--- config.mk ---
export PLATFORM = sky130hd
export DESIGN_NAME = url_percent_decoder_flat
export DESIGN_NICKNAME = d
export VERILOG_FILES = /design/src/rtl/upd_pkg.sv /design/src/rtl/upd_in_if.sv /design/src/rtl/upd_out_if.sv /design/src/rtl/url_percent_decoder.sv /design/src/rtl/upd_decode.sv /design/src/rtl/upd_out_buf.sv /design/src/flat_wrapper.sv
export SDC_FILE = /design/constraint.sdc
export NUM_CORES = 1
export LEC_CHECK = 0
export ABC_CLOCK_PERIOD_IN_PS = 5600
export BUFFER_PORTS_ARGS = -buffer_cell sky130_fd_sc_hd__buf_4
export CORE_MARGIN = 1.5
export CORE_UTILIZATION = 60
export DETAILED_ROUTE_END_ITERATION = 8
export PLACE_DENSITY = 0.89
export SLEW_MARGIN = 20
export SYNTH_ARGS = -nofsm -noshare
export SYNTH_HDL_FRONTEND = slang
export SYNTH_SLANG_ARGS = --single-unit
export TNS_END_PERCENT = 5
--- constraint.sdc ---
create_clock -name clk -period 5.6 [get_ports clk]
set_clock_uncertainty 0.15 [all_clocks]
set_input_delay 1.68 -clock clk [delete_from_list [all_inputs] [get_ports clk]]
set_output_delay 1.68 -clock clk [all_outputs]
set_load 0.05 [all_outputs]
--- src/rtl/upd_pkg.sv ---
// Package: shared types, character codes and digit helpers for the URL percent decoder.
`default_nettype none
package upd_pkg;

  localparam logic [7:0] CH_PLUS  = 8'h2B;
  localparam logic [7:0] CH_PCT   = 8'h25;
  localparam logic [7:0] CH_SPACE = 8'h20;
  localparam logic [7:0] CH_NUL   = 8'h00;
  localparam int unsigned DIGIT_RADIX = 16;
  localparam logic [5:0] LETTER_BASE = 6'd10;

  // Escape tracking; the unused code falls back to plain text.
  typedef enum logic [1:0] {
    PH_TEXT  = 2'd0,
    PH_PCT   = 2'd1,
    PH_DIGIT = 2'd2
  } phase_t;

  // Up to three results produced by one request.
  typedef struct packed {
    logic [2:0][7:0] data;
    logic [1:0]      count;
    logic            data_ok;
    logic            msg_last;
  } group_t;

  function automatic logic is_alnum(input logic [7:0] c);
    return (c >= 8'h30 && c <= 8'h39) || (c >= 8'h41 && c <= 8'h5A) ||
           (c >= 8'h61 && c <= 8'h7A);
  endfunction

  // Only called on alphanumerics; maps 0-9 -> 0..9, letters -> 10..35.
  function automatic logic [5:0] digit_value(input logic [7:0] c);
    logic [7:0] d;
    d = c - 8'h30;
    if (c >= 8'h41 && c <= 8'h5A) begin
      d = c - 8'h41;
      d = d + {2'b00, LETTER_BASE};
    end else if (c >= 8'h61 && c <= 8'h7A) begin
      d = c - 8'h61;
      d = d + {2'b00, LETTER_BASE};
    end
    return d[5:0];
  endfunction

endpackage
`default_nettype wire

--- src/rtl/upd_in_if.sv ---
// Interface: encoded byte request channel.
`default_nettype none
interface upd_in_if;
  logic       valid;
  logic       ready;
  logic [7:0] in_byte;
  logic       in_last;

  modport source (output valid, output in_byte, output in_last, input ready);
  modport sink   (input valid, input in_byte, input in_last, output ready);
endinterface
`default_nettype wire

--- src/rtl/upd_out_if.sv ---
// Interface: decoded byte result channel.
`default_nettype none
interface upd_out_if;
  logic       valid;
  logic       ready;
  logic [7:0] out_byte;
  logic       out_valid;
  logic       run_last;
  logic       message_end;

  modport source (output valid, output out_byte, output out_valid, output run_last,
                  output message_end, input ready);
  modport sink   (input valid, input out_byte, input out_valid, input run_last,
                  input message_end, output ready);
endinterface
`default_nettype wire

--- src/rtl/url_percent_decoder.sv ---
// Top level: URL percent decoder with input register, decode stage and result buffer.
`default_nettype none
// URL percent decoder. Takes one encoded byte per request on ingress and returns the
// decoded bytes on egress: '+' becomes a space, '%' plus two alphanumerics becomes one
// byte (digits 0-9, letters A-Z/a-z worth 10..35, value taken mod 256), and a broken
// escape passes its '%' and followers through as ordinary text. A message that ends
// inside an escape drops the pending '%' and its follower. The final result of each
// request carries run_last; the final result of a message also carries message_end, and
// a message-ending request with no data yields one result with out_valid low. Rate: one
// request per cycle while egress is ready, as long as each yields at most one result; a
// request yielding two or three results holds the result buffer until all are taken,
// since that buffer drives egress one result per cycle while egress is ready. A result
// passes through the input register, then the result buffer. Requests that produce
// nothing (the '%' or first digit of an escape) still advance through the decode stage.
module url_percent_decoder (
  input  wire logic clk,
  input  wire logic rst,
  upd_in_if.sink    ingress,
  upd_out_if.source egress
);

  // input register
  logic       ireg_valid;
  logic [7:0] ireg_byte;
  logic       ireg_last;

  logic            dec_fire;
  logic            buf_can_load;
  logic            grp_load;
  upd_pkg::group_t grp;

  // The decode stage advances whenever the result buffer can take a new group;
  // requests that produce no result advance too and simply load nothing.
  assign dec_fire      = ireg_valid && buf_can_load;
  assign ingress.ready = !ireg_valid || dec_fire;

  always_ff @(posedge clk) begin
    if (rst) begin
      ireg_valid <= 1'b0;
    end else if (ingress.ready) begin
      ireg_valid <= ingress.valid;
    end
  end

  always_ff @(posedge clk) begin
    if (ingress.valid && ingress.ready) begin
      ireg_byte <= ingress.in_byte;
      ireg_last <= ingress.in_last;
    end
  end

  upd_decode u_decode (
    .clk      (clk),
    .rst      (rst),
    .fire     (dec_fire),
    .cur_byte (ireg_byte),
    .cur_last (ireg_last),
    .grp      (grp),
    .grp_load (grp_load)
  );

  upd_out_buf u_out_buf (
    .clk      (clk),
    .rst      (rst),
    .grp      (grp),
    .grp_load (grp_load),
    .can_load (buf_can_load),
    .egress   (egress)
  );

`ifndef SYNTH
  // A message-ending request always produces at least one result.
  a_last_loads: assert property (@(posedge clk) disable iff (rst)
    dec_fire && ireg_last |-> grp_load)
    else $error("message end produced no result");

  // The empty marker is a lone final result of a message.
  a_empty_marker: assert property (@(posedge clk) disable iff (rst)
    egress.valid && !egress.out_valid |-> egress.run_last && egress.message_end)
    else $error("empty marker not flagged as message end");

  // A loaded group is only accepted when the buffer is free or finishing.
  a_load_free: assert property (@(posedge clk) disable iff (rst)
    grp_load |-> buf_can_load && ireg_valid)
    else $error("result group loaded over pending results");

  // After a message-ending result is taken, a new group or an idle buffer follows.
  a_end_then_next: assert property (@(posedge clk) disable iff (rst)
    egress.valid && egress.ready && egress.message_end && !grp_load |=> !egress.valid)
    else $error("results left over after message end");
`endif

endmodule
`default_nettype wire

--- src/rtl/upd_decode.sv ---
// Module: escape state and single-pass decode of one byte into a result group.
`default_nettype none
module upd_decode (
  input  wire logic          clk,
  input  wire logic          rst,
  input  wire logic          fire,
  input  wire logic [7:0]    cur_byte,
  input  wire logic          cur_last,
  output upd_pkg::group_t    grp,
  output logic               grp_load
);

  upd_pkg::phase_t phase, phase_next;
  logic [7:0]      held;
  logic            held_we;

  logic            b_alnum;
  logic            p_emit;   // plain byte yields data
  logic [7:0]      p_byte;
  logic [7:0]      esc_val;
  logic [5:0]      dv_hi, dv_lo;

  always_comb begin
    b_alnum = upd_pkg::is_alnum(cur_byte);
    p_emit  = (cur_byte != upd_pkg::CH_PCT);
    p_byte  = (cur_byte == upd_pkg::CH_PLUS) ? upd_pkg::CH_SPACE : cur_byte;
    dv_hi   = upd_pkg::digit_value(held);
    dv_lo   = upd_pkg::digit_value(cur_byte);
    esc_val = {dv_hi[3:0], 4'b0000} + {2'b00, dv_lo};   // mod 256
  end

  always_comb begin
    grp        = '0;
    phase_next = upd_pkg::PH_TEXT;
    held_we    = 1'b0;
    grp.data_ok  = 1'b1;
    grp.msg_last = cur_last;

    case (phase)
      upd_pkg::PH_PCT: begin
        if (cur_last) begin
          // truncated escape: drop
        end else if (b_alnum) begin
          held_we    = 1'b1;
          phase_next = upd_pkg::PH_DIGIT;
        end else begin
          grp.data[0] = upd_pkg::CH_PCT;
          grp.data[1] = p_byte;
          grp.count   = p_emit ? 2'd2 : 2'd1;
          if (!p_emit) phase_next = upd_pkg::PH_PCT;
        end
      end
      upd_pkg::PH_DIGIT: begin
        if (b_alnum) begin
          grp.data[0] = esc_val;
          grp.count   = 2'd1;
        end else begin
          grp.data[0] = upd_pkg::CH_PCT;
          grp.data[1] = held;
          grp.data[2] = p_byte;
          grp.count   = p_emit ? 2'd3 : 2'd2;
          if (!p_emit) phase_next = upd_pkg::PH_PCT;
        end
      end
      default: begin
        grp.data[0] = p_byte;
        grp.count   = p_emit ? 2'd1 : 2'd0;
        if (!p_emit) phase_next = upd_pkg::PH_PCT;
      end
    endcase

    if (cur_last) begin
      phase_next = upd_pkg::PH_TEXT;
      if (grp.count == 2'd0) begin
        // empty end marker
        grp.data[0] = upd_pkg::CH_NUL;
        grp.data_ok = 1'b0;
        grp.count   = 2'd1;
      end
    end

    grp_load = fire && (grp.count != 2'd0);
  end

  always_ff @(posedge clk) begin
    if (rst) begin
      phase <= upd_pkg::PH_TEXT;
    end else if (fire) begin
      phase <= phase_next;
    end
  end

  always_ff @(posedge clk) begin
    if (fire && held_we) begin
      held <= cur_byte;
    end
  end

endmodule
`default_nettype wire

--- src/rtl/upd_out_buf.sv ---
// Module: result group register, drained one result per cycle onto the output channel while it is ready.
`default_nettype none
module upd_out_buf (
  input  wire logic            clk,
  input  wire logic            rst,
  input  wire upd_pkg::group_t grp,
  input  wire logic            grp_load,
  output logic                 can_load,
  upd_out_if.source            egress
);

  logic [2:0][7:0] data;
  logic [1:0]      cnt;
  logic [1:0]      idx;
  logic            data_ok;
  logic            msg_last;
  logic            fire;

  assign fire     = egress.valid && egress.ready;
  assign can_load = (cnt == 2'd0) || ((cnt == 2'd1) && fire);

  always_comb begin
    egress.valid       = (cnt != 2'd0);
    egress.out_valid   = data_ok;
    egress.run_last    = (cnt == 2'd1);
    egress.message_end = (cnt == 2'd1) && msg_last;
    case (idx)
      2'd1:    egress.out_byte = data[1];
      2'd2:    egress.out_byte = data[2];
      default: egress.out_byte = data[0];
    endcase
  end

  always_ff @(posedge clk) begin
    if (rst) begin
      cnt <= 2'd0;
    end else if (grp_load) begin
      cnt <= grp.count;
    end else if (fire) begin
      cnt <= cnt - 2'd1;
    end
  end

  always_ff @(posedge clk) begin
    if (grp_load) begin
      data     <= grp.data;
      data_ok  <= grp.data_ok;
      msg_last <= grp.msg_last;
      idx      <= 2'd0;
    end else if (fire) begin
      idx <= idx + 2'd1;
    end
  end

endmodule
`default_nettype wire
--- src/flat_wrapper.sv ---
// flat-port wrapper written by rule: the top's interface ports become plain ports
module url_percent_decoder_flat 
  (clk, rst, ingress_valid, ingress_in_byte, ingress_in_last, ingress_ready, egress_valid, egress_out_byte, egress_out_valid, egress_run_last, egress_message_end, egress_ready);
  upd_in_if ingress_i ();
  upd_out_if egress_i ();
  input  wire logic clk;
  input  wire logic rst;
  input wire logic [$bits(ingress_i.valid)-1:0] ingress_valid;
  input wire logic [$bits(ingress_i.in_byte)-1:0] ingress_in_byte;
  input wire logic [$bits(ingress_i.in_last)-1:0] ingress_in_last;
  output wire logic [$bits(ingress_i.ready)-1:0] ingress_ready;
  output wire logic [$bits(egress_i.valid)-1:0] egress_valid;
  output wire logic [$bits(egress_i.out_byte)-1:0] egress_out_byte;
  output wire logic [$bits(egress_i.out_valid)-1:0] egress_out_valid;
  output wire logic [$bits(egress_i.run_last)-1:0] egress_run_last;
  output wire logic [$bits(egress_i.message_end)-1:0] egress_message_end;
  input wire logic [$bits(egress_i.ready)-1:0] egress_ready;
  assign ingress_i.valid = ingress_valid;
  assign ingress_i.in_byte = ingress_in_byte;
  assign ingress_i.in_last = ingress_in_last;
  assign ingress_ready = ingress_i.ready;
  assign egress_valid = egress_i.valid;
  assign egress_out_byte = egress_i.out_byte;
  assign egress_out_valid = egress_i.out_valid;
  assign egress_run_last = egress_i.run_last;
  assign egress_message_end = egress_i.message_end;
  assign egress_i.ready = egress_ready;
  url_percent_decoder u_core (.clk(clk), .rst(rst), .ingress(ingress_i), .egress(egress_i));
endmodule
# ---- Word-level counts from Yosys, hierarchy flattened
# Index checks and enable logic that the tools add are counted.
# Widths: inputs -> output; s select.
dict set report word_totals {
  ff_bits 50
  input_bits 13
  output_inout_bits 13
  wordCells 93
}
dict set report classes {
  addsub 13
  n_lt_le_gt_ge 10
  n_eq_ne 7
  mux 27
  bitwise_logic 1
  n_reduce_logical 23
}
# operator count
set op_table {}
lappend op_table {{$mux 18} 2}
lappend op_table {{$ge 8x7->1 const B} 4}
lappend op_table {{$le 8x7->1 const B} 4}
lappend op_table {{$pmux 8 s2} 2}
lappend op_table {{$mux 11} 2}
lappend op_table {{$pmux 10 s2} 1}
lappend op_table {{$mux 8} 2}
lappend op_table {{$add 6x4->6 const B} 2}
lappend op_table {{$logic_and 1x1->1} 12}
lappend op_table {{$mux 6} 2}
lappend op_table {{$sub 4x1->4 const B} 3}
lappend op_table {{$sub 6x6->6 const B} 2}
lappend op_table {{$mux 10} 1}
lappend op_table {{$mux 2} 5}
lappend op_table {{$add 4x4->4 const B} 2}
lappend op_table {{$add 8x6->8} 1}
lappend op_table {{$eq 8x6->1 const B} 1}
lappend op_table {{$ge 8x6->1 const B} 1}
lappend op_table {{$le 8x6->1 const B} 1}
lappend op_table {{$mux 4} 2}
lappend op_table {{$ne 8x6->1 const B} 1}
lappend op_table {{$mux 1} 7}
lappend op_table {{$eq 2x1->1 const B} 3}
lappend op_table {{$reduce_bool 2->1} 3}
lappend op_table {{other kinds (10)} 15}

# ---- Depth between registers and ports, before layout
dict set report depth {
  depth_word 13
  ltp_mapped 16
  ltp_nobuf 14
}

# ---- Cells and area by module
# Synthesis repeated with hierarchy kept, for this count alone.
dict set report unflattened {
  cells_unflattened 296
  hier_area_um2 3059.2
}
# module n_inst cells_each area_each_um2 seq_area_each_um2
set modules_own_cells {}
lappend modules_own_cells {upd_decode 1 197 1544.0 280.3}
lappend modules_own_cells {upd_out_buf 1 84 1182.4 860.8}
lappend modules_own_cells {url_percent_decoder 1 15 332.8 290.3}

# ---- Worst setup path after synthesis
# Ideal clock, no wire load.
dict set report synth_path {
  kind {input-to-reg}
  start {in egress_ready}
  end {reg u_core.u_out_buf.data[0] in the netlist's numbering, enable pin}
  setup_ps 450
  arrival_ps 4291
  required_time_ps 5000
  setup_slack_ps 709
  stages 4
  n_path_buf 0
  cell_sequence {a21oi_1 > nand2b_1 > or2_2 > o21ai_0}
}
dict set report synth_between {
  elab_chain_cells 5
}
# item line
set synth_lines {}
lappend synth_lines {{start, declared} flat_wrapper.sv:17} ;# input wire logic [$bits(egress_i.ready)-1:0] egress_ready;
lappend synth_lines {{$logic_and 1x1->1} upd_out_buf.sv:19} ;# assign fire = egress.valid && egress.ready;
lappend synth_lines {{$logic_and 1x1->1} upd_out_buf.sv:20} ;# assign can_load = (cnt == 2'd0) || ((cnt == 2'd1) && fire);
lappend synth_lines {{$logic_or 1x1->1} upd_out_buf.sv:20}
lappend synth_lines {{$logic_and 1x1->1} url_percent_decoder.sv:34} ;# assign dec_fire = ireg_valid && buf_can_load;
lappend synth_lines {{$logic_and 1x1->1} upd_decode.sv:82} ;# grp_load = fire && (grp.count != 2'd0);
lappend synth_lines {{net u_core.grp_load} url_percent_decoder.sv:29} ;# logic grp_load;
lappend synth_lines {{end signal, assigned} upd_out_buf.sv:46} ;# data <= grp.data;
lappend synth_lines {{end, declared} upd_out_buf.sv:12} ;# logic [2:0][7:0] data;
# The timed path passes the listed nets, and every way through them passes these cells.
# A chain may end at the register's enable or synchronous reset.

==> flow_metrics.tcl <==
set metrics [dict create \
    rows 25 \
    share_of_cells_above_drive_strength_1_pct 12.7 \
    floorplan.core_area_sq_mm 0.00479 \
    grt_max_degree 29 \
    drt-wirelength-per-cell_um 16.7 \
    tritoncts_num_sinks 50 \
    rsz_0062_raised_after_global_routing "false" \
    final_number_of_max_transition_violations 0 \
    groute.usage.overall_pct 25.0 \
    status "finished, final reports clean" \
    synth_xor_xnor_area_share_pct 2.03 \
    tritoncts.num_buffers 5 \
    synthAdderAreaFrac_pct 9.37 \
    cts.path.max_buffers 2 \
    clkTransAtPathRegs_ps 90 \
    synth_area_leaders "edfxtp_1, ha_1, dfxtp_1" \
    achievable-frequency_mhz 230 \
    synth.area.mux_share_pct 0.705 \
    fin_hold_ws_ps 349 \
    grt_pass1_wl_mm 10.3 \
    post-dp-hpwl_mm 4.58 \
    grt_overflow 0 \
    vias 2374 \
    setup.worst_path.class "reg -> reg" \
    yosys-top-cells-count "edfxtp_1, nor2_1, nand2_1" \
    final_hold_viol_count 0 \
    die_w_um 73.9 \
    drt.antenna.violating_nets 0 \
    post_cts_resized 0 \
    cts_post_setup_buffers_inserted 0 \
    synth_nets 334 \
    worst_path_required_ps 5610 \
    fillCellCount 385 \
    netlist.area_leader.share_pct 42.8 \
    async_reset_ff_share_pct 0 \
    cts_tree "yes" \
    vias_in_the_first_global_route 2203 \
    dr.first_iter.drc_count 212 \
    worst_slew_pin_slew_ps 1070 \
    cts-htree-levels 2 \
    top_level_ports 26 \
    clk_latency_ps 310 \
    portBuffers 25 \
    post_synth_edffs 43 \
    yosysTopAreaCell "edfxtp_1" \
    critical_path.max_fanout 12 \
    regArea_sq_mm 0.00143 \
    synth_most_common_cell "edfxtp_1" \
    fp.dieArea_sq_mm 0.00546 \
    dr_vias_cell 6.21 \
    antenna-diode-count 0 \
    net_count_final 349 \
    cts.root.buffer_cell "clkbuf_8" \
    crit_path_start_kind "flop" \
    detail_route.first_pass.iterations 5 \
    synth_compound_gate_area_share_pct 17.7 \
    leakage_nw 1.26 \
    flow.area_growth_from_synthesis_pct 10.1 \
    vdd_ir_drop_max_mv 0.264 \
    critical_path.endpoint_type "flop" \
    relSlewSlack_pct 28.3 \
    syn_inst 299 \
    syn_area_sq_mm 0.00302 \
    gpl.final_weighted_congestion 0.945 \
    power_density_mw_per_mm2 342 \
    count_of_hold_fix_buffers_inserted_at_cts 0 \
    post_synth_num_cell_types 57 \
    drt_wl_total_mm 6.37 \
    synth_area_per_cell_sq_um 10.1 \
    setup_viol 0 \
    route.detailed.drc 0 \
    yosys_register_bits 50 \
    synth_simple_gate_area_share_pct 17.2 \
    hold_path_class "reg -> reg" \
    initial_utilization_pct 63.0 \
    period_minus_slack_ps 4360 \
    timing.critical_path.arrival_ps 4370 \
    initial_antenna_violation_count 0 \
    setup_tns_ps 0 \
    synthFlopType "edfxtp_1" \
    fin_crit_sh_pct 77.8 \
    synth_warnings 0 \
    yosysSeqAreaShare_pct 47.4 \
    fp.dieH_um 73.9 \
    synth_top_family_by_area "compound AO/OA/AOI/OAI gates" \
    cap_violations 0 \
    multiInputGateArea_sq_mm 0.00142 \
]
[placed cells by master (no fill, tap or decap), types with 4 or more instances in the layout]
master    synthesis  routed
inv_1            22      22
buf_4             0      26
clkbuf_8          0       5
nor2_1           28      28
o21ai_0          20      19
nand3_1           6       6
and2_1            5       5
ha_1             21      21
dfxtp_1           7       7
nand2_1          27      27
and3_1            6       6
a32oi_1           5       5
xnor2_1           7       7
nor4_1            4       4
a21oi_1          18      18
edfxtp_1         43      43
a22oi_1          11      11
[kinds of logic (layout without fill, tap and decap cells)]
group / count (synthesis) / in the layout
adders and majority gates: 22 / 22
muxes: 2 / 2
xor gates and xnor gates: 7 / 7
AOI/OAI and AO/OA: 79 / 79
and+or+nand+nor: 99 / 99
DFF: 50 / 50
buffers and inverters: 40 / 56
[where the power goes]
group	internal (mW)	leakage [nW]	switching, mW	total [mW]
combinational	0.131	0.742	0.291	0.421
clock	0.134	0.0524	0.114	0.248
sequential	0.440	0.463	0.0263	0.467
total	0.705	1.26	0.431	1.14
[sequential cells by signal (all words and copies together), names as in the netlist]
| signal | count |
|---|---|
| u_core.ireg_valid | 1 |
| u_core.ireg_last | 1 |
| u_core.u_out_buf.data | 24 |
| u_core.u_out_buf.msg_last | 1 |
| u_core.u_out_buf.idx | 2 |
| u_core.u_decode.phase | 2 |
| u_core.ireg_byte | 8 |
| u_core.u_out_buf.cnt | 2 |
| u_core.u_out_buf.egress.out_valid | 1 |
| u_core.u_decode.held | 8 |
[path summary, 6_finish.rpt]
| check | startpoint | to | slack (ps) | depth (start not counted) |
|---|---|---|---|---|
| setup / recovery | u_core.ireg_byte[1] | u_core.u_out_buf.data[7] | 1240 | 14 |
| hold / removal | u_core.u_decode.phase[1] | u_core.u_decode.phase[1] | 350 | 2 |
| setup reg to reg | u_core.ireg_byte[1] | u_core.u_out_buf.data[7] | 1240 | 14 |
| hold reg to reg | u_core.u_decode.phase[1] | u_core.u_decode.phase[1] | 350 | 2 |
[through the flow]
| stage | cells | power [mW] | util [%] | cell area [sq um] | setup WS, ps |
|---|---|---|---|---|---|
| after floorplan | 299 | 0.786 | - | 3020 | 709 |
| after global placement | 374 | 0.884 | 67.2 | 3210 | 1460 |
| after detailed placement | 374 | 0.897 | 67.2 | 3210 | 1360 |
| after CTS | 382 | 1.14 | 69.4 | 3320 | 1320 |
| after global routing | 382 | 1.19 | 69.4 | 3320 | 998 |
| final | 382 | 1.14 | 69.4 | 3320 | 1240 |
[routing by layer]
| layer | track usage [%] | vias to the layer above | share of wire [%] |
|---|---|---|---|
| li1 | - | 1129 | - |
| met1 | 32.4 | 1106 | 42 |
| met2 | 41.2 | 125 | 48 |
| met3 | 6.04 | 14 | 7.6 |
| met4 | 8.44 | 0 | 2.3 |
| met5 | 0 | - | 0 |
[cell type report]
cell class              instances  area share (%)
multi-input cells             209            42.8
flip-flops and latches         50            43.1
clock buffers                   7            2.30
inverters                      22            2.49
clock inverters                 1           0.904
well taps                      67            2.52
repair buffers                 26            5.88
[worst max-delay path, stage by stage (launching register included)]
cell	delay, ps
edfxtp_1	600
inv_1	130
ha_1	230
or4b_2	680
a21oi_1	160
a211o_1	200
and2_1	330
a21oi_1	110
o21ai_0	190
ha_1	330
a21o_1	190
and3_1	170
a32o_1	220
o41a_1	370
a21oi_1	140
(Power assumes the default switching activity.)
